File: src/hdl/iram_pkg.sv
// shared types and constants for the i2c register access master
`default_nettype none
package iram_pkg;
    localparam logic [1:0] FUNC_TICK  = 2'd0;
    localparam logic [1:0] FUNC_BEGIN = 2'd1;
    localparam logic [1:0] FUNC_WBYTE = 2'd2;

    localparam logic [1:0] CFG_DATA_PHASE = 2'd0;
    localparam logic [1:0] CFG_CTRL_PHASE = 2'd1;
    localparam logic [1:0] CFG_ACK_TMO    = 2'd2;

    localparam logic [1:0] STATUS_OK      = 2'd0;
    localparam logic [1:0] STATUS_NO_ACK  = 2'd1;
    localparam logic [1:0] STATUS_BUS_ERR = 2'd2;

    localparam logic [15:0] DATA_PHASE_RST = 16'd50;
    localparam logic [15:0] CTRL_PHASE_RST = 16'd5;
    localparam logic [19:0] ACK_TMO_RST    = 20'hFFFF0;

    typedef struct packed {
        logic [1:0]  func;
        logic [7:0]  dev_addr;
        logic [15:0] reg_addr;
        logic        reg_wide;
        logic        is_read;
        logic [7:0]  xfer_length;
        logic [7:0]  wr_data;
        logic        sda_in;
    } in_item_t;

    typedef struct packed {
        logic        scl_out;
        logic        sda_out;
        logic        rd_valid;
        logic [7:0]  rd_data;
        logic        rd_last;
        logic        wr_request;
        logic        busy_res;
        logic        done_res;
        logic [1:0]  status;
    } out_item_t;

    typedef struct packed {
        logic [15:0] data_phase_ticks;
        logic [15:0] ctrl_phase_ticks;
        logic [19:0] ack_timeout;
    } cfg_t;
endpackage
`default_nettype wire

File: src/hdl/iram_front.sv
// two-entry input queue between the command front and the bus engine
`default_nettype none
module iram_front (
    input  wire logic               aclk,
    input  wire logic               aresetn,
    input  wire logic               s_valid,
    output logic                    s_ready,
    input  wire iram_pkg::in_item_t s_data,
    output logic                    q_valid,
    input  wire logic               q_ready,
    output iram_pkg::in_item_t      q_data
);
    // two-entry queue
    iram_pkg::in_item_t mem_reg [2];
    logic       wr_ptr_reg, wr_ptr_next, rd_ptr_reg, rd_ptr_next;
    logic [1:0] cnt_reg, cnt_next;
    logic       push, pop;

    assign s_ready = (cnt_reg != 2'd2);
    assign q_valid = (cnt_reg != 2'd0);
    assign q_data  = mem_reg[rd_ptr_reg];
    assign push    = s_valid && s_ready;
    assign pop     = q_valid && q_ready;

    always_comb begin
        wr_ptr_next = push ? ~wr_ptr_reg : wr_ptr_reg;
        rd_ptr_next = pop ? ~rd_ptr_reg : rd_ptr_reg;
        cnt_next    = cnt_reg + {1'b0, push} - {1'b0, pop};
    end

    always_ff @(posedge aclk) begin
        if (!aresetn) begin
            wr_ptr_reg <= 1'b0;
            rd_ptr_reg <= 1'b0;
            cnt_reg    <= 2'd0;
        end else begin
            wr_ptr_reg <= wr_ptr_next;
            rd_ptr_reg <= rd_ptr_next;
            cnt_reg    <= cnt_next;
        end
    end

    always_ff @(posedge aclk) begin
        if (push) begin
            mem_reg[wr_ptr_reg] <= s_data;
        end
    end
endmodule
`default_nettype wire

File: src/hdl/iram_engine.sv
// bus sequencer: one queued item per cycle while the skid entry is free, result into an output skid buffer
`default_nettype none
module iram_engine (
    input  wire logic                aclk,
    input  wire logic                aresetn,
    input  wire iram_pkg::cfg_t      cfg,
    input  wire logic                q_valid,
    output logic                     q_ready,
    input  wire iram_pkg::in_item_t  q_data,
    output logic                     m_valid,
    input  wire logic                m_ready,
    output iram_pkg::out_item_t      m_data
);
    localparam logic [3:0] ST_IDLE = 4'd0, ST_START_HI = 4'd1, ST_START_LO = 4'd2,
        ST_TX_SETUP = 4'd3, ST_TX_HIGH = 4'd4, ST_TX_LOW = 4'd5, ST_SLV_REL = 4'd6,
        ST_SLV_CLK = 4'd7, ST_SLV_POLL = 4'd8, ST_WR_WAIT = 4'd9, ST_RX_LOW = 4'd10,
        ST_RX_HIGH = 4'd11, ST_MA_LOW = 4'd12, ST_MA_HIGH = 4'd13,
        ST_STOP_LO = 4'd14, ST_STOP_HI = 4'd15;
    localparam logic [2:0] ROLE_ADDR_W = 3'd0, ROLE_REG_HI = 3'd1, ROLE_REG_LO = 3'd2,
        ROLE_DATA = 3'd3, ROLE_ADDR_R = 3'd4;

    logic [3:0]  st_reg, st_next;
    logic [15:0] pcnt_reg, pcnt_next;
    logic [3:0]  bit_reg, bit_next;
    logic [7:0]  shf_reg, shf_next;
    logic [7:0]  left_reg, left_next;
    logic [19:0] ackw_reg, ackw_next;
    logic [7:0]  dev_reg, dev_next;
    logic [15:0] rega_reg, rega_next;
    logic        wide_reg, wide_next, rd_reg, rd_next;
    logic [8:0]  held_reg, held_next;
    logic [2:0]  role_reg, role_next;
    logic [1:0]  ends_reg, ends_next;

    // output register plus skid entry
    iram_pkg::out_item_t o0_reg, o1_reg, res;
    logic v0_reg, v1_reg;
    logic step;
    logic [15:0] plen;
    logic [15:0] pinc;
    logic [3:0]  binc;
    logic        m_bit;

    assign q_ready = !v1_reg;
    assign step    = q_valid && q_ready;
    assign m_valid = v0_reg;
    assign m_data  = o0_reg;

    always_comb begin
        unique case (st_reg)
            ST_START_HI, ST_START_LO, ST_MA_LOW, ST_MA_HIGH, ST_STOP_LO, ST_STOP_HI:
                plen = cfg.ctrl_phase_ticks;
            ST_TX_SETUP, ST_TX_HIGH, ST_TX_LOW, ST_RX_LOW, ST_RX_HIGH:
                plen = cfg.data_phase_ticks;
            default: plen = 16'd1;
        endcase
    end

    always_comb begin
        st_next = st_reg; pcnt_next = pcnt_reg; bit_next = bit_reg;
        shf_next = shf_reg; left_next = left_reg; ackw_next = ackw_reg;
        dev_next = dev_reg; rega_next = rega_reg; wide_next = wide_reg;
        rd_next = rd_reg; held_next = held_reg; role_next = role_reg;
        ends_next = ends_reg;
        res = '0;
        pinc = pcnt_reg + 16'd1;
        binc = bit_reg + 4'd1;
        unique case (q_data.func)
            iram_pkg::FUNC_BEGIN: begin
                if (st_reg == ST_IDLE) begin
                    dev_next = q_data.dev_addr; rega_next = q_data.reg_addr;
                    wide_next = q_data.reg_wide; rd_next = q_data.is_read;
                    left_next = (q_data.is_read && q_data.xfer_length == 8'd0)
                        ? 8'd1 : q_data.xfer_length;
                    held_next = '0; ends_next = iram_pkg::STATUS_OK;
                    role_next = ROLE_ADDR_W;
                    st_next = ST_START_HI; pcnt_next = '0;
                end
            end
            iram_pkg::FUNC_WBYTE: begin
                if (st_reg != ST_IDLE) held_next = {1'b1, q_data.wr_data};
            end
            iram_pkg::FUNC_TICK: begin
                if (st_reg == ST_IDLE) begin
                end else if (st_reg == ST_WR_WAIT) begin
                    if (held_reg[8]) begin
                        held_next = '0; shf_next = held_reg[7:0]; bit_next = '0;
                        role_next = ROLE_DATA; st_next = ST_TX_SETUP; pcnt_next = '0;
                    end
                end else if (st_reg == ST_SLV_POLL) begin
                    if (!q_data.sda_in) begin
                        pcnt_next = '0;
                        unique case (role_reg)
                            ROLE_ADDR_W: begin
                                shf_next = wide_reg ? rega_reg[15:8] : rega_reg[7:0];
                                role_next = wide_reg ? ROLE_REG_HI : ROLE_REG_LO;
                                bit_next = '0; st_next = ST_TX_SETUP;
                            end
                            ROLE_REG_HI: begin
                                shf_next = rega_reg[7:0]; role_next = ROLE_REG_LO;
                                bit_next = '0; st_next = ST_TX_SETUP;
                            end
                            ROLE_REG_LO: begin
                                if (rd_reg) begin
                                    role_next = ROLE_ADDR_R; st_next = ST_START_HI;
                                end else if (left_reg == 8'd0) begin
                                    ends_next = iram_pkg::STATUS_OK; st_next = ST_STOP_LO;
                                end else begin
                                    st_next = ST_WR_WAIT;
                                end
                            end
                            ROLE_DATA: begin
                                left_next = left_reg - 8'd1;
                                if (left_reg == 8'd1) begin
                                    ends_next = iram_pkg::STATUS_OK; st_next = ST_STOP_LO;
                                end else begin
                                    st_next = ST_WR_WAIT;
                                end
                            end
                            default: begin
                                bit_next = '0; shf_next = '0; st_next = ST_RX_LOW;
                            end
                        endcase
                    end else if (ackw_reg >= cfg.ack_timeout) begin
                        ends_next = iram_pkg::STATUS_NO_ACK;
                        st_next = ST_STOP_LO; pcnt_next = '0;
                    end else begin
                        ackw_next = ackw_reg + 20'd1;
                    end
                end else if (pcnt_reg == 16'd0 && st_reg == ST_START_HI && !q_data.sda_in) begin
                    ends_next = iram_pkg::STATUS_BUS_ERR; st_next = ST_STOP_LO; pcnt_next = '0;
                end else if (pcnt_reg == 16'd0 && st_reg == ST_START_LO && q_data.sda_in) begin
                    ends_next = iram_pkg::STATUS_BUS_ERR; st_next = ST_STOP_LO; pcnt_next = '0;
                end else begin
                    if (pcnt_reg == 16'd0 && st_reg == ST_RX_HIGH)
                        shf_next = {shf_reg[6:0], q_data.sda_in};
                    pcnt_next = pinc;
                    if (pinc >= plen) begin
                        pcnt_next = '0;
                        unique case (st_reg)
                            ST_START_HI: st_next = ST_START_LO;
                            ST_START_LO: begin
                                shf_next = (role_reg == ROLE_ADDR_R) ? dev_reg + 8'd1 : dev_reg;
                                bit_next = '0; st_next = ST_TX_SETUP;
                            end
                            ST_TX_SETUP: st_next = ST_TX_HIGH;
                            ST_TX_HIGH:  st_next = ST_TX_LOW;
                            ST_TX_LOW: begin
                                bit_next = binc;
                                st_next = (binc >= 4'd8) ? ST_SLV_REL : ST_TX_SETUP;
                            end
                            ST_SLV_REL: st_next = ST_SLV_CLK;
                            ST_SLV_CLK: begin
                                ackw_next = '0; st_next = ST_SLV_POLL;
                            end
                            ST_RX_LOW: st_next = ST_RX_HIGH;
                            ST_RX_HIGH: begin
                                bit_next = binc;
                                st_next = (binc >= 4'd8) ? ST_MA_LOW : ST_RX_LOW;
                            end
                            ST_MA_LOW: st_next = ST_MA_HIGH;
                            ST_MA_HIGH: begin
                                res.rd_valid = 1'b1;
                                res.rd_data  = shf_next;
                                res.rd_last  = (left_reg <= 8'd1);
                                left_next = (left_reg == 8'd0) ? 8'd0 : left_reg - 8'd1;
                                if (left_reg <= 8'd1) begin
                                    ends_next = iram_pkg::STATUS_OK; st_next = ST_STOP_LO;
                                end else begin
                                    bit_next = '0; shf_next = '0; st_next = ST_RX_LOW;
                                end
                            end
                            ST_STOP_LO: st_next = ST_STOP_HI;
                            ST_STOP_HI: begin
                                res.done_res = 1'b1; res.status = ends_reg;
                                st_next = ST_IDLE;
                            end
                            default: st_next = ST_IDLE;
                        endcase
                    end
                end
            end
            default: begin
            end
        endcase

        // line levels after the item
        m_bit = (left_next <= 8'd1);
        res.scl_out = 1'b1;
        res.sda_out = 1'b1;
        unique case (st_next)
            ST_START_LO: res.sda_out = 1'b0;
            ST_TX_SETUP, ST_TX_LOW: begin
                res.scl_out = 1'b0; res.sda_out = shf_next[3'd7 - bit_next[2:0]];
            end
            ST_TX_HIGH: res.sda_out = shf_next[3'd7 - bit_next[2:0]];
            ST_SLV_REL, ST_WR_WAIT, ST_RX_LOW: res.scl_out = 1'b0;
            ST_MA_LOW: begin
                res.scl_out = 1'b0; res.sda_out = m_bit;
            end
            ST_MA_HIGH: res.sda_out = m_bit;
            ST_STOP_LO: begin
                res.scl_out = 1'b0; res.sda_out = 1'b0;
            end
            default: begin
            end
        endcase
        res.wr_request = (st_next == ST_WR_WAIT) && !held_next[8];
        res.busy_res   = (st_next != ST_IDLE);
    end

    always_ff @(posedge aclk) begin
        if (!aresetn) begin
            st_reg <= ST_IDLE; pcnt_reg <= '0; bit_reg <= '0; shf_reg <= '0;
            left_reg <= '0; ackw_reg <= '0; dev_reg <= '0; rega_reg <= '0;
            wide_reg <= 1'b0; rd_reg <= 1'b0; held_reg <= '0;
            role_reg <= ROLE_ADDR_W; ends_reg <= iram_pkg::STATUS_OK;
        end else if (step) begin
            st_reg <= st_next; pcnt_reg <= pcnt_next; bit_reg <= bit_next;
            shf_reg <= shf_next; left_reg <= left_next; ackw_reg <= ackw_next;
            dev_reg <= dev_next; rega_reg <= rega_next; wide_reg <= wide_next;
            rd_reg <= rd_next; held_reg <= held_next; role_reg <= role_next;
            ends_reg <= ends_next;
        end
    end

    // output stage with skid entry
    always_ff @(posedge aclk) begin
        if (!aresetn) begin
            v0_reg <= 1'b0;
            v1_reg <= 1'b0;
        end else begin
            if (!v0_reg || m_ready) begin
                if (v1_reg) begin
                    o0_reg <= o1_reg; v0_reg <= 1'b1; v1_reg <= step;
                    if (step) o1_reg <= res;
                end else begin
                    v0_reg <= step;
                    if (step) o0_reg <= res;
                end
            end else if (step) begin
                o1_reg <= res; v1_reg <= 1'b1;
            end
        end
    end
endmodule
`default_nettype wire

File: src/hdl/iram_cfg.sv
// configuration register file
`default_nettype none
module iram_cfg (
    input  wire logic        aclk,
    input  wire logic        aresetn,
    input  wire logic        cfg_valid,
    output logic             cfg_ready,
    input  wire logic [1:0]  cfg_index,
    input  wire logic [19:0] cfg_data,
    output iram_pkg::cfg_t   cfg
);
    iram_pkg::cfg_t cfg_reg;
    assign cfg_ready = 1'b1;
    assign cfg = cfg_reg;

    always_ff @(posedge aclk) begin
        if (!aresetn) begin
            cfg_reg.data_phase_ticks <= iram_pkg::DATA_PHASE_RST;
            cfg_reg.ctrl_phase_ticks <= iram_pkg::CTRL_PHASE_RST;
            cfg_reg.ack_timeout      <= iram_pkg::ACK_TMO_RST;
        end else if (cfg_valid) begin
            if (cfg_index == iram_pkg::CFG_DATA_PHASE)
                cfg_reg.data_phase_ticks <= cfg_data[15:0];
            if (cfg_index == iram_pkg::CFG_CTRL_PHASE)
                cfg_reg.ctrl_phase_ticks <= cfg_data[15:0];
            if (cfg_index == iram_pkg::CFG_ACK_TMO)
                cfg_reg.ack_timeout <= cfg_data;
        end
    end
endmodule
`default_nettype wire

File: src/hdl/i2c_register_access_master.sv
// Register-access I2C master. Every accepted input transfer (tick, begin, write byte or
// the unused function code) yields exactly one result transfer with the line levels and
// status after it. Throughput is one item per clock while the result side is not stalled:
// a two-entry input queue feeds the bus sequencer, which writes each item's result into an
// output register with a skid entry. A stalled result side holds the input off once the
// skid entry and the queue are full. Bus timing follows the tick items, not aclk.
`default_nettype none
module i2c_register_access_master (
    input  wire logic                aclk,
    input  wire logic                aresetn,
    input  wire logic                s_valid,
    output logic                     s_ready,
    input  wire iram_pkg::in_item_t  s_data,
    output logic                     m_valid,
    input  wire logic                m_ready,
    output iram_pkg::out_item_t      m_data,
    input  wire logic                cfg_valid,
    output logic                     cfg_ready,
    input  wire logic [1:0]          cfg_index,
    input  wire logic [19:0]         cfg_data
);
    iram_pkg::in_item_t q_data;
    iram_pkg::cfg_t     cfg;
    logic q_valid, q_ready;

    iram_cfg u_cfg (
        .aclk, .aresetn, .cfg_valid, .cfg_ready, .cfg_index, .cfg_data, .cfg
    );
    iram_front u_front (
        .aclk, .aresetn, .s_valid, .s_ready, .s_data, .q_valid, .q_ready, .q_data
    );
    iram_engine u_engine (
        .aclk, .aresetn, .cfg, .q_valid, .q_ready, .q_data,
        .m_valid, .m_ready, .m_data
    );
endmodule
`default_nettype wire

File: config.mk
export PLATFORM = sky130hd
export DESIGN_NAME = i2c_register_access_master
export DESIGN_NICKNAME = d
export VERILOG_FILES = /design/src/hdl/iram_pkg.sv /design/src/hdl/iram_front.sv /design/src/hdl/iram_engine.sv /design/src/hdl/iram_cfg.sv /design/src/hdl/i2c_register_access_master.sv
export SDC_FILE = /design/constraint.sdc
export NUM_CORES = 1
export LEC_CHECK = 0
export ABC_AREA = 1
export ABC_CLOCK_PERIOD_IN_PS = 5000
export BUFFER_PORTS_ARGS = -buffer_cell sky130_fd_sc_hd__buf_4
export CAP_MARGIN = 10
export CORE_AREA = 2 2 186 188
export CTS_CLUSTER_DIAMETER = 40
export CTS_CLUSTER_SIZE = 30
export DETAILED_ROUTE_END_ITERATION = 8
export DIE_AREA = 0 0 188 190
export PLACE_DENSITY = 0.72
export SYNTH_ARGS = -nofsm -noshare
export SYNTH_HDL_FRONTEND = slang
export SYNTH_SLANG_ARGS = --single-unit
export TNS_END_PERCENT = 50
File: constraint.sdc
create_clock -name aclk -period 5 [get_ports aclk]
set_input_delay 0.75 -clock aclk [delete_from_list [all_inputs] [get_ports aclk]]
set_output_delay 0.75 -clock aclk [all_outputs]
set_load 0.05 [all_outputs]
## Word-level counts from Yosys, hierarchy flattened

Memory sizes are Yosys's and may differ from the RTL's. A register that Yosys moved wholly into a read port is not among the register bits.
Cells that the tools add are included.

| storage, ports and cells | value |
|---|---|
| bits in registers | 192 |
| memory bits (writable) | 90 |
| input port bits | 72 |
| word-level logic and storage cells | 322 |
| memories kept | 1 |

Memories:

| memory | depth | width | read ports | clocked after Yosys merged registers in | write ports | line | RTL |
|---|---|---|---|---|---|---|---|
| u_front.mem_reg | 2 | 45 | 1 | 1 | 1 | iram_front.sv:14 | `iram_pkg::in_item_t mem_reg [2];` |

| operators by class | value |
|---|---|
| add/subtract/negate cells | 8 |
| magnitude comparators | 6 |
| equality and inequality tests | 66 |
| muxes and demuxes | 143 |
| bitwise logic cells | 4 |
| reduce and logical (&&, ||, !) cells | 53 |

Operators with widths:

| cell | number |
|---|---|
| 2-to-1 mux 8 bit | 26 |
| 2-to-1 mux 16 bit | 10 |
| 2-to-1 mux 20 bit | 7 |
| 2-to-1 mux 17 bit | 5 |
| 2-to-1 mux 10 bit | 8 |
| 2-to-1 mux 4 bit | 20 |
| 2-to-1 mux 3 bit | 22 |
| one-hot mux 16 bit (2 select lines) | 2 |
| equality test 4 bit (second input constant) | 13 |
| one-hot mux 4 bit (12 select lines) | 1 |
| 2-to-1 mux 9 bit | 4 |
| one-hot mux 8 bit (2 select lines) | 2 |
| 2-to-1 mux 2 bit | 15 |
| equality test 4 x 3 -> 1 bit (second input constant) | 7 |
| one-hot mux 9 bit (3 select lines) | 1 |
| inequality test 5 x 4 -> 1 bit (second input constant) | 5 |
| one-hot mux 4 bit (3 select lines) | 2 |
| one-hot mux 8 bit (3 select lines) | 1 |
| adder 20 x 1 -> 20 bit (second input constant) | 1 |
| >= comparator 20 bit | 1 |
| inequality test 2 x 1 -> 1 bit (second input constant) | 9 |
| adder 16 x 1 -> 16 bit (second input constant) | 1 |
| equality test 4 x 2 -> 1 bit (second input constant) | 4 |
| >= comparator 16 bit | 1 |
| 57 further kinds | 112 |

## Depth between registers and ports, before layout

| depth | value |
|---|---|
| depth in word-level cells | 18 |
| gate-level depth with buffers | 37 |
| depth with buffers taken out | 37 |

## Modules after synthesis

A second synthesis with hierarchy kept.

| second synthesis, totals | value |
|---|---|
| cell total of the unflattened synthesis | 1897 |
| area, all modules | 15341.0 um^2 |

By module, submodules not included:

| module | instances | cells each | area an instance (um^2) | seq. area each (um^2) |
|---|---|---|---|---|
| iram_engine | 1 | 1421 | 9509.1 | 3062.9 |
| iram_front | 1 | 176 | 3691.0 | 2802.7 |
| iram_cfg | 1 | 300 | 2140.8 | 1041.0 |

## Least setup slack after synthesis

OpenSTA, ideal clock, no wires.

| timing | value |
|---|---|
| kind | register to register |
| start | register u_engine.pcnt_reg[0] |
| end | register u_engine.o0_reg (netlist bit u_engine.m_data[16]), data pin |
| library setup time | 0.267 ns |
| arrival | 3.614 ns |
| data required time | 4.733 ns |
| setup slack | 1.119 ns |
| stages on the path, launching flop included | 26 |
| clock period less this slack | 3.881 ns |
| cell sequence | dfxtp_1 -> inv_1 -> nor3_1 -> nand3_1 -> nor4_1 -> nand4_1 -> nor2_1 -> inv_1 -> nor3_1 -> xor2_1 -> ha_1 -> a21oi_1 -> o21ai_0 -> a21oi_1 -> nand2_1 -> buf_2 -> nand2_1 -> nand3_1 -> nand2_1 -> inv_1 -> nor2_2 -> inv_1 -> o21ai_1 -> nand3_1 -> o21ai_0 -> o21ai_1 |

| on the way | value |
|---|---|
| word-level cells in the longest chain between the ends | 14 |
| elaborated cells between the ends (all ways) | 25 |
| classes of those cells | 1 x add/sub; 1 x order compare; 7 x eq/ne; 10 x mux; 6 x reduce/logical |

RTL lines:

| what | line | RTL |
|---|---|---|
| start: declaration | iram_engine.sv:23 | `logic [15:0] pcnt_reg, pcnt_next;` |
| start signal: assignment | iram_engine.sv:219 | `st_reg <= st_next; pcnt_reg <= pcnt_next; bit_reg <= bit_next;` |
| adder 16 x 1 -> 16 bit or logical NOT 16 bit (tied branches) | iram_engine.sv:66, iram_engine.sv:130, iram_engine.sv:132 |  |
| >= comparator 16 bit or logical AND 1 bit (tied branches) | iram_engine.sv:138, iram_engine.sv:132 |  |
| 2-to-1 mux 4 bit or logical AND 1 bit (tied branches) | iram_engine.sv:138, iram_engine.sv:132 |  |
| 2-to-1 mux 4 bit | iram_engine.sv:132 | `end else if (pcnt_reg == 16'd0 && st_reg == ST_START_LO && q_data.sda_in) begin` |
| 2-to-1 mux 4 bit * | iram_engine.sv:130 | `end else if (pcnt_reg == 16'd0 && st_reg == ST_START_HI && !q_data.sda_in) begin` |
| 2-to-1 mux 4 bit * | iram_engine.sv:90 | `end else if (st_reg == ST_SLV_POLL) begin` |
| 2-to-1 mux 4 bit * | iram_engine.sv:85 | `end else if (st_reg == ST_WR_WAIT) begin` |
| 2-to-1 mux 4 bit * | iram_engine.sv:84 | `if (st_reg == ST_IDLE) begin` |
| one-hot mux 4 bit (2 select lines) * | iram_engine.sv:68 | `unique case (q_data.func)` |
| equality test 4 x 2 -> 1 bit, or another cell as far along | iram_engine.sv:191 | `unique case (st_next)` |
| OR reduction 7 bit (no source line) * | -- |  |
| 2-to-1 mux 1 bit * | iram_engine.sv:191 |  |
| 2-to-1 mux 17 bit * | iram_engine.sv:239 | `if (step) o0_reg <= res;` |
| 2-to-1 mux 17 bit * | iram_engine.sv:234 | `if (v1_reg) begin` |
| end signal: assignment | iram_engine.sv:239 |  |
| end: declaration | iram_engine.sv:36 | `iram_pkg::out_item_t o0_reg, o1_reg, res;` |

Mark *: on every way between the ends. The rest lies on a longest branch, timed or not. The select of a mux whose other input is x is not followed.
A chain may end at the register's enable or synchronous reset.

## Worst setup path after layout

| timing | value |
|---|---|
| start | register u_engine.st_reg[3] |
| end | register u_engine.o0_reg (netlist bit u_engine.m_data[16]), data pin |

| on the way | value |
|---|---|
| word-level cells in the longest chain between the ends | 16 |
| elaborated cells between the ends (all ways) | 47 |
| classes of those cells | 1 x order compare; 22 x eq/ne; 16 x mux; 8 x reduce/logical |

RTL lines:

| what | line | RTL |
|---|---|---|
| start: declaration | iram_engine.sv:22 | `logic [3:0] st_reg, st_next;` |
| start signal: assignment | iram_engine.sv:219 |  |
| equality test 4 bit, or another cell as far along | iram_engine.sv:50 | `unique case (st_reg)` |
| OR reduction 6 bit or OR reduction 5 bit (tied branches) | iram_engine.sv:50 |  |
| one-hot mux 16 bit (2 select lines) | iram_engine.sv:50 |  |
| >= comparator 16 bit | iram_engine.sv:138 | `if (pinc >= plen) begin` |
| 2-to-1 mux 4 bit | iram_engine.sv:138 |  |
| 2-to-1 mux 4 bit | iram_engine.sv:132 |  |
| 2-to-1 mux 4 bit | iram_engine.sv:130 |  |
| 2-to-1 mux 4 bit | iram_engine.sv:90 |  |
| 2-to-1 mux 4 bit | iram_engine.sv:85 |  |
| 2-to-1 mux 4 bit | iram_engine.sv:84 |  |
| one-hot mux 4 bit (2 select lines) * | iram_engine.sv:68 |  |
| equality test 4 x 2 -> 1 bit, or another cell as far along | iram_engine.sv:191 |  |
| OR reduction 7 bit (no source line) * | -- |  |
| 2-to-1 mux 1 bit * | iram_engine.sv:191 |  |
| 2-to-1 mux 17 bit * | iram_engine.sv:239 |  |
| 2-to-1 mux 17 bit * | iram_engine.sv:234 |  |

Marked as above.

==> flow_summary.rst <==
.. list-table::
   :header-rows: 1

   * - Metric
     - Value
   * - Share of final-layout standard cells stronger than drive strength 1
     - about an eighth
   * - Clock buffer count from CTS
     - 43
   * - Mux contribution to synthesized area
     - less than 1%
   * - Post-synthesis cell area
     - approximately 15,000 sq um
   * - Core Footprint
     - 33,950 sq um
   * - Worst endpoint data arrival time
     - ~4.8 ns
   * - Initial core utilization
     - about 44%
   * - Clock tree from TritonCTS
     - yes
   * - Hold-fix buffers, CTS
     - 0
   * - Share of the synthesized area in compound gates (AO/OA/AOI/OAI)
     - 15.10%
   * - Critical path class
     - reg2reg
   * - Initial DRC count
     - ~1,000
   * - Endpoint kind of the worst setup timing path
     - flop
   * - Cell Pwr Density
     - around 600 nW/um^2
   * - Type of the most critical hold path
     - in2reg
   * - Most instantiated flip-flop cell in the synthesis netlist
     - sky130_fd_sc_hd__dfxtp_1
   * - H-tree Lvls
     - 2
   * - Overflow left after global routing
     - 0
   * - Total number of yosys warnings
     - 0
   * - TritonCTS sink count
     - 283
   * - Buffers added on ports
     - 90
   * - Detailed placer's ending HPWL
     - roughly 28 mm
   * - Routed length per placed instance
     - between 15 and 20 um
   * - Site row count
     - 68
   * - Leak
     - between 0.007 and 0.008 uW
   * - Xor-xnor portion of the synthesized cell area
     - between 1.5 and 2%
   * - Number of antenna violations at the first check in global routing
     - 0
   * - Total nets after synthesis
     - 2,079
   * - Post-layout minimum cycle time
     - roughly 4.5 ns
   * - Final count of pins violating max slew
     - 0
   * - First-pass iteration count of the detailed router
     - 6
   * - Synth Instances
     - 1,962
   * - Most numerous cell on the critical path
     - sky130_fd_sc_hd__nand2_1
   * - Flops & latches, synth
     - 283
   * - Slew at the pin with the worst max-slew slack
     - approximately 1.1 ns
   * - Result of the run
     - finished clean
   * - Final Cycle Share
     - 90.80%
   * - EDFF count, synth
     - 124
   * - Number of setup violations in the final report
     - 0
   * - Pin count of the biggest net entering global routing
     - slightly above 70
   * - Vias
     - 13,419
   * - Count of final hold-check violations
     - 0
   * - CP Data Required Time
     - between 5 and 6 ns
   * - Critical path launch point type
     - flop
   * - F_max
     - roughly 0.22 GHz
   * - Average footprint of a synthesized cell
     - between 7 and 8 sq um
   * - Via count of the first global-routing pass
     - between 10,000 and 15,000
   * - Count of pins on the block boundary
     - just over 90
   * - Max clock buf depth
     - 3
   * - Number of buffers inserted by post-CTS setup repair
     - 0
   * - Detailed Route WL
     - approximately 40 mm
   * - Global routing usage summed across all routing layers
     - roughly 22%
   * - First-pass GRT wire length
     - 64.25 mm
   * - Filler cell count
     - around 3,200
   * - Post-synthesis async set-or-reset flop share
     - 0%
   * - RSZ-0062 raised after global routing
     - false
   * - Die area
     - ~36,000 sq um
   * - GP Congestion
     - between 0.9 and 1
   * - Worst hold-check slack
     - roughly 0.35 ns
   * - Sequential area share after synthesis
     - a little under half
   * - VDD IR-drop max
     - 0.4490 mV
   * - Antenna diode instance count
     - 0
   * - Layout overhead on the synthesized area
     - 17.91%
   * - Slew margin rel.
     - between 20% and 30%
   * - Drt via density
     - 5.312
   * - Clk slew on worst S/H paths
     - roughly 0.070 ns
   * - Drt drc
     - 0
   * - Post-detailed-route count of antenna-violating nets
     - 0
   * - Setup tns final
     - 0 ns
   * - Leading area contributor after synthesis
     - sky130_fd_sc_hd__edfxtp_1
   * - Area share of the largest cell type after synthesis
     - between 20 and 25%
   * - Clock tree skew after final layout
     - 0.03076 ns
   * - Max capacitance violation total
     - 0
   * - Synthesized-area fraction occupied by adder cells
     - 3.737%
   * - Top area cells in the synthesized netlist
     - sky130_fd_sc_hd__edfxtp_1 (25%), sky130_fd_sc_hd__dfxtp_1 (21%), sky130_fd_sc_hd__nand2_1 (13%), sky130_fd_sc_hd__a21oi_1 (5.3%), sky130_fd_sc_hd__inv_1 (5.2%)
   * - Critical path peak fanout
     - 34
   * - Worst path buffer plus inverter count
     - 9
   * - Largest family of logic cells by synthesized area
     - simple AND/OR/NAND/NOR gates
   * - Die W
     - between 150 and 200 um
   * - Count of distinct cell types in the synthesized netlist
     - 60
   * - Longest individual stage delay on the worst path
     - 0.37 ns
   * - Final layout net count
     - about 2,200
   * - Vertical die dimension
     - between 150 and 200 um
   * - Largest delay contributor family on the critical path
     - simple AND/OR/NAND/NOR gates
   * - Area share of and/or/nand/nor cells after synthesis
     - 24.74%
   * - Number of flip-flops in the largest register
     - 90
   * - Clock root buffer master
     - sky130_fd_sc_hd__clkbuf_16
   * - Critical-path top delay cell
     - sky130_fd_sc_hd__dfxtp_1
   * - Worst-skew pair later-pin latency
     - 0.58 ns
cells by family after synthesis:
logic type / Yosys count
xor gates and xnor gates: 34
buffers and inverters: 304
AOI/OAI and AO/OA: 394
muxes: 9
and+or+nand+nor: 892
other: 1
adders and majority gates: 45
DFF: 283
what timing repair did:
item,CTS,global route
endpoints found under the hold margin,0,0
resized for setup,0,7
setup endpoints to repair,0,22
cell usage after synthesis, types with 3 or more instances:
cell type                  number
sky130_fd_sc_hd__inv_1        209
sky130_fd_sc_hd__nand3_1       93
sky130_fd_sc_hd__mux2i_1        5
sky130_fd_sc_hd__xnor2_1        5
sky130_fd_sc_hd__mux2_2         4
sky130_fd_sc_hd__buf_1          9
sky130_fd_sc_hd__edfxtp_1     124
sky130_fd_sc_hd__buf_6          4
sky130_fd_sc_hd__inv_2         12
sky130_fd_sc_hd__nor4_1         7
sky130_fd_sc_hd__o21ai_1       11
sky130_fd_sc_hd__nand4_1       22
sky130_fd_sc_hd__nand2_1      541
sky130_fd_sc_hd__a21oi_1      159
sky130_fd_sc_hd__dfxtp_1      159
sky130_fd_sc_hd__nor2_2         5
sky130_fd_sc_hd__clkinv_1       3
sky130_fd_sc_hd__a31oi_1        5
sky130_fd_sc_hd__o211ai_1      29
sky130_fd_sc_hd__ha_1          45
sky130_fd_sc_hd__clkbuf_1      51
sky130_fd_sc_hd__nor3_1        26
sky130_fd_sc_hd__xor2_1        29
sky130_fd_sc_hd__nand3_2        3
sky130_fd_sc_hd__nor2_1       172
sky130_fd_sc_hd__nand3b_1       3
sky130_fd_sc_hd__o21ai_0      116
sky130_fd_sc_hd__o221ai_1      10
sky130_fd_sc_hd__a21oi_2        3
sky130_fd_sc_hd__buf_2         12
sky130_fd_sc_hd__o21a_1         6
sky130_fd_sc_hd__o22ai_1        3
sky130_fd_sc_hd__nand2_2        4
sky130_fd_sc_hd__a211oi_1      11
sky130_fd_sc_hd__a22oi_1       31
power by group:
part / internal [uW] / switching, uW
registers: 2810 / 261
clock network: 1960 / 1290
logic: 1270 / 3100
total: 6040 / 4650
area by class of cell:
cell class	instances	area (sq um)	area share, %
multi-input cells	1375	7009	39.45
repair buffers	106	803.3	4.521
well taps	455	569.3	3.204
clock buffers	44	1101	6.198
inverters	227	864.6	4.867
clock inverters	36	511.7	2.880
flip-flops and latches	283	6907	38.88
metrics by stage:
| step | total power, uW | utilization, % | instance area (sq um) | setup slack, ns | std cells |
|---|---|---|---|---|---|
| after floorplan | 6198 | - | 15070 | 1.119 | 1962 |
| after detailed placement | 7331 | 47.48 | 16120 | 0.2831 | 2446 |
| after global routing | 11390 | 52.33 | 17770 | 0.007498 | 2526 |
| after global placement | 7313 | 47.48 | 16120 | 0.4246 | 2446 |
| final | 10690 | 52.33 | 17770 | 0.4601 | 2526 |
| after CTS | 10610 | 52.23 | 17730 | 0.2170 | 2526 |
worst reg2reg max path: cells and delay by family, from the launching register on:
kind | cells | cell delay [ns]
AND/OR/NAND/NOR | 16 | 1.49
flip-flops | 1 | 0.37
adder cells (fa/ha/maj) | 1 | 0.32
buffers and inverters | 9 | 1.32
AO/OA/AOI/OAI | 5 | 0.77
path summary, 6_finish.rpt:
kind,from,to,slack (ns),cells after the start
worst min-delay path,s_data[33],u_front.mem_reg[0][33],0.35,1
worst max register to register,u_engine.st_reg[3],u_engine.m_data[16],0.46,31
worst max-delay path,u_engine.st_reg[3],u_engine.m_data[16],0.46,31
worst min register to register,u_front.rd_ptr_reg,flop,0.46,1
layout by cell type, fill, tap and decap left out, types with 4 or more instances in the layout:
cell,count
sky130_fd_sc_hd__a21oi_1,158
sky130_fd_sc_hd__nand4_1,22
sky130_fd_sc_hd__nor4_1,6
sky130_fd_sc_hd__a22oi_1,31
sky130_fd_sc_hd__nor3_1,23
sky130_fd_sc_hd__mux2_2,4
sky130_fd_sc_hd__buf_4,105
sky130_fd_sc_hd__a31oi_1,5
sky130_fd_sc_hd__nor2_1,170
sky130_fd_sc_hd__o211ai_1,29
sky130_fd_sc_hd__inv_6,5
sky130_fd_sc_hd__ha_1,45
sky130_fd_sc_hd__a21oi_2,4
sky130_fd_sc_hd__o21a_1,6
sky130_fd_sc_hd__clkbuf_16,44
sky130_fd_sc_hd__xor2_1,29
sky130_fd_sc_hd__inv_2,13
sky130_fd_sc_hd__dfxtp_1,159
sky130_fd_sc_hd__xnor2_1,5
sky130_fd_sc_hd__nor3_2,5
sky130_fd_sc_hd__clkinv_8,10
sky130_fd_sc_hd__nand2_1,541
sky130_fd_sc_hd__edfxtp_1,124
sky130_fd_sc_hd__clkinvlp_4,5
sky130_fd_sc_hd__o221ai_1,10
sky130_fd_sc_hd__o21ai_0,116
sky130_fd_sc_hd__mux2i_1,5
sky130_fd_sc_hd__nand2_2,4
sky130_fd_sc_hd__inv_1,208
sky130_fd_sc_hd__nor2_2,5
sky130_fd_sc_hd__nand3_1,93
sky130_fd_sc_hd__a211oi_1,11
sky130_fd_sc_hd__clkinv_4,7
sky130_fd_sc_hd__o21ai_1,11
sky130_fd_sc_hd__bufinv_16,5
routing by layer:
layer,wire length [um],global-route usage [%],up-vias
met1,18380,30.64,6161
li1,-,-,6700
met3,2842,4.464,88
met2,17050,33.61,470
met4,1238,9.388,0
met5,0,0,-
No activity file was read; power rests on OpenSTA's default activity.
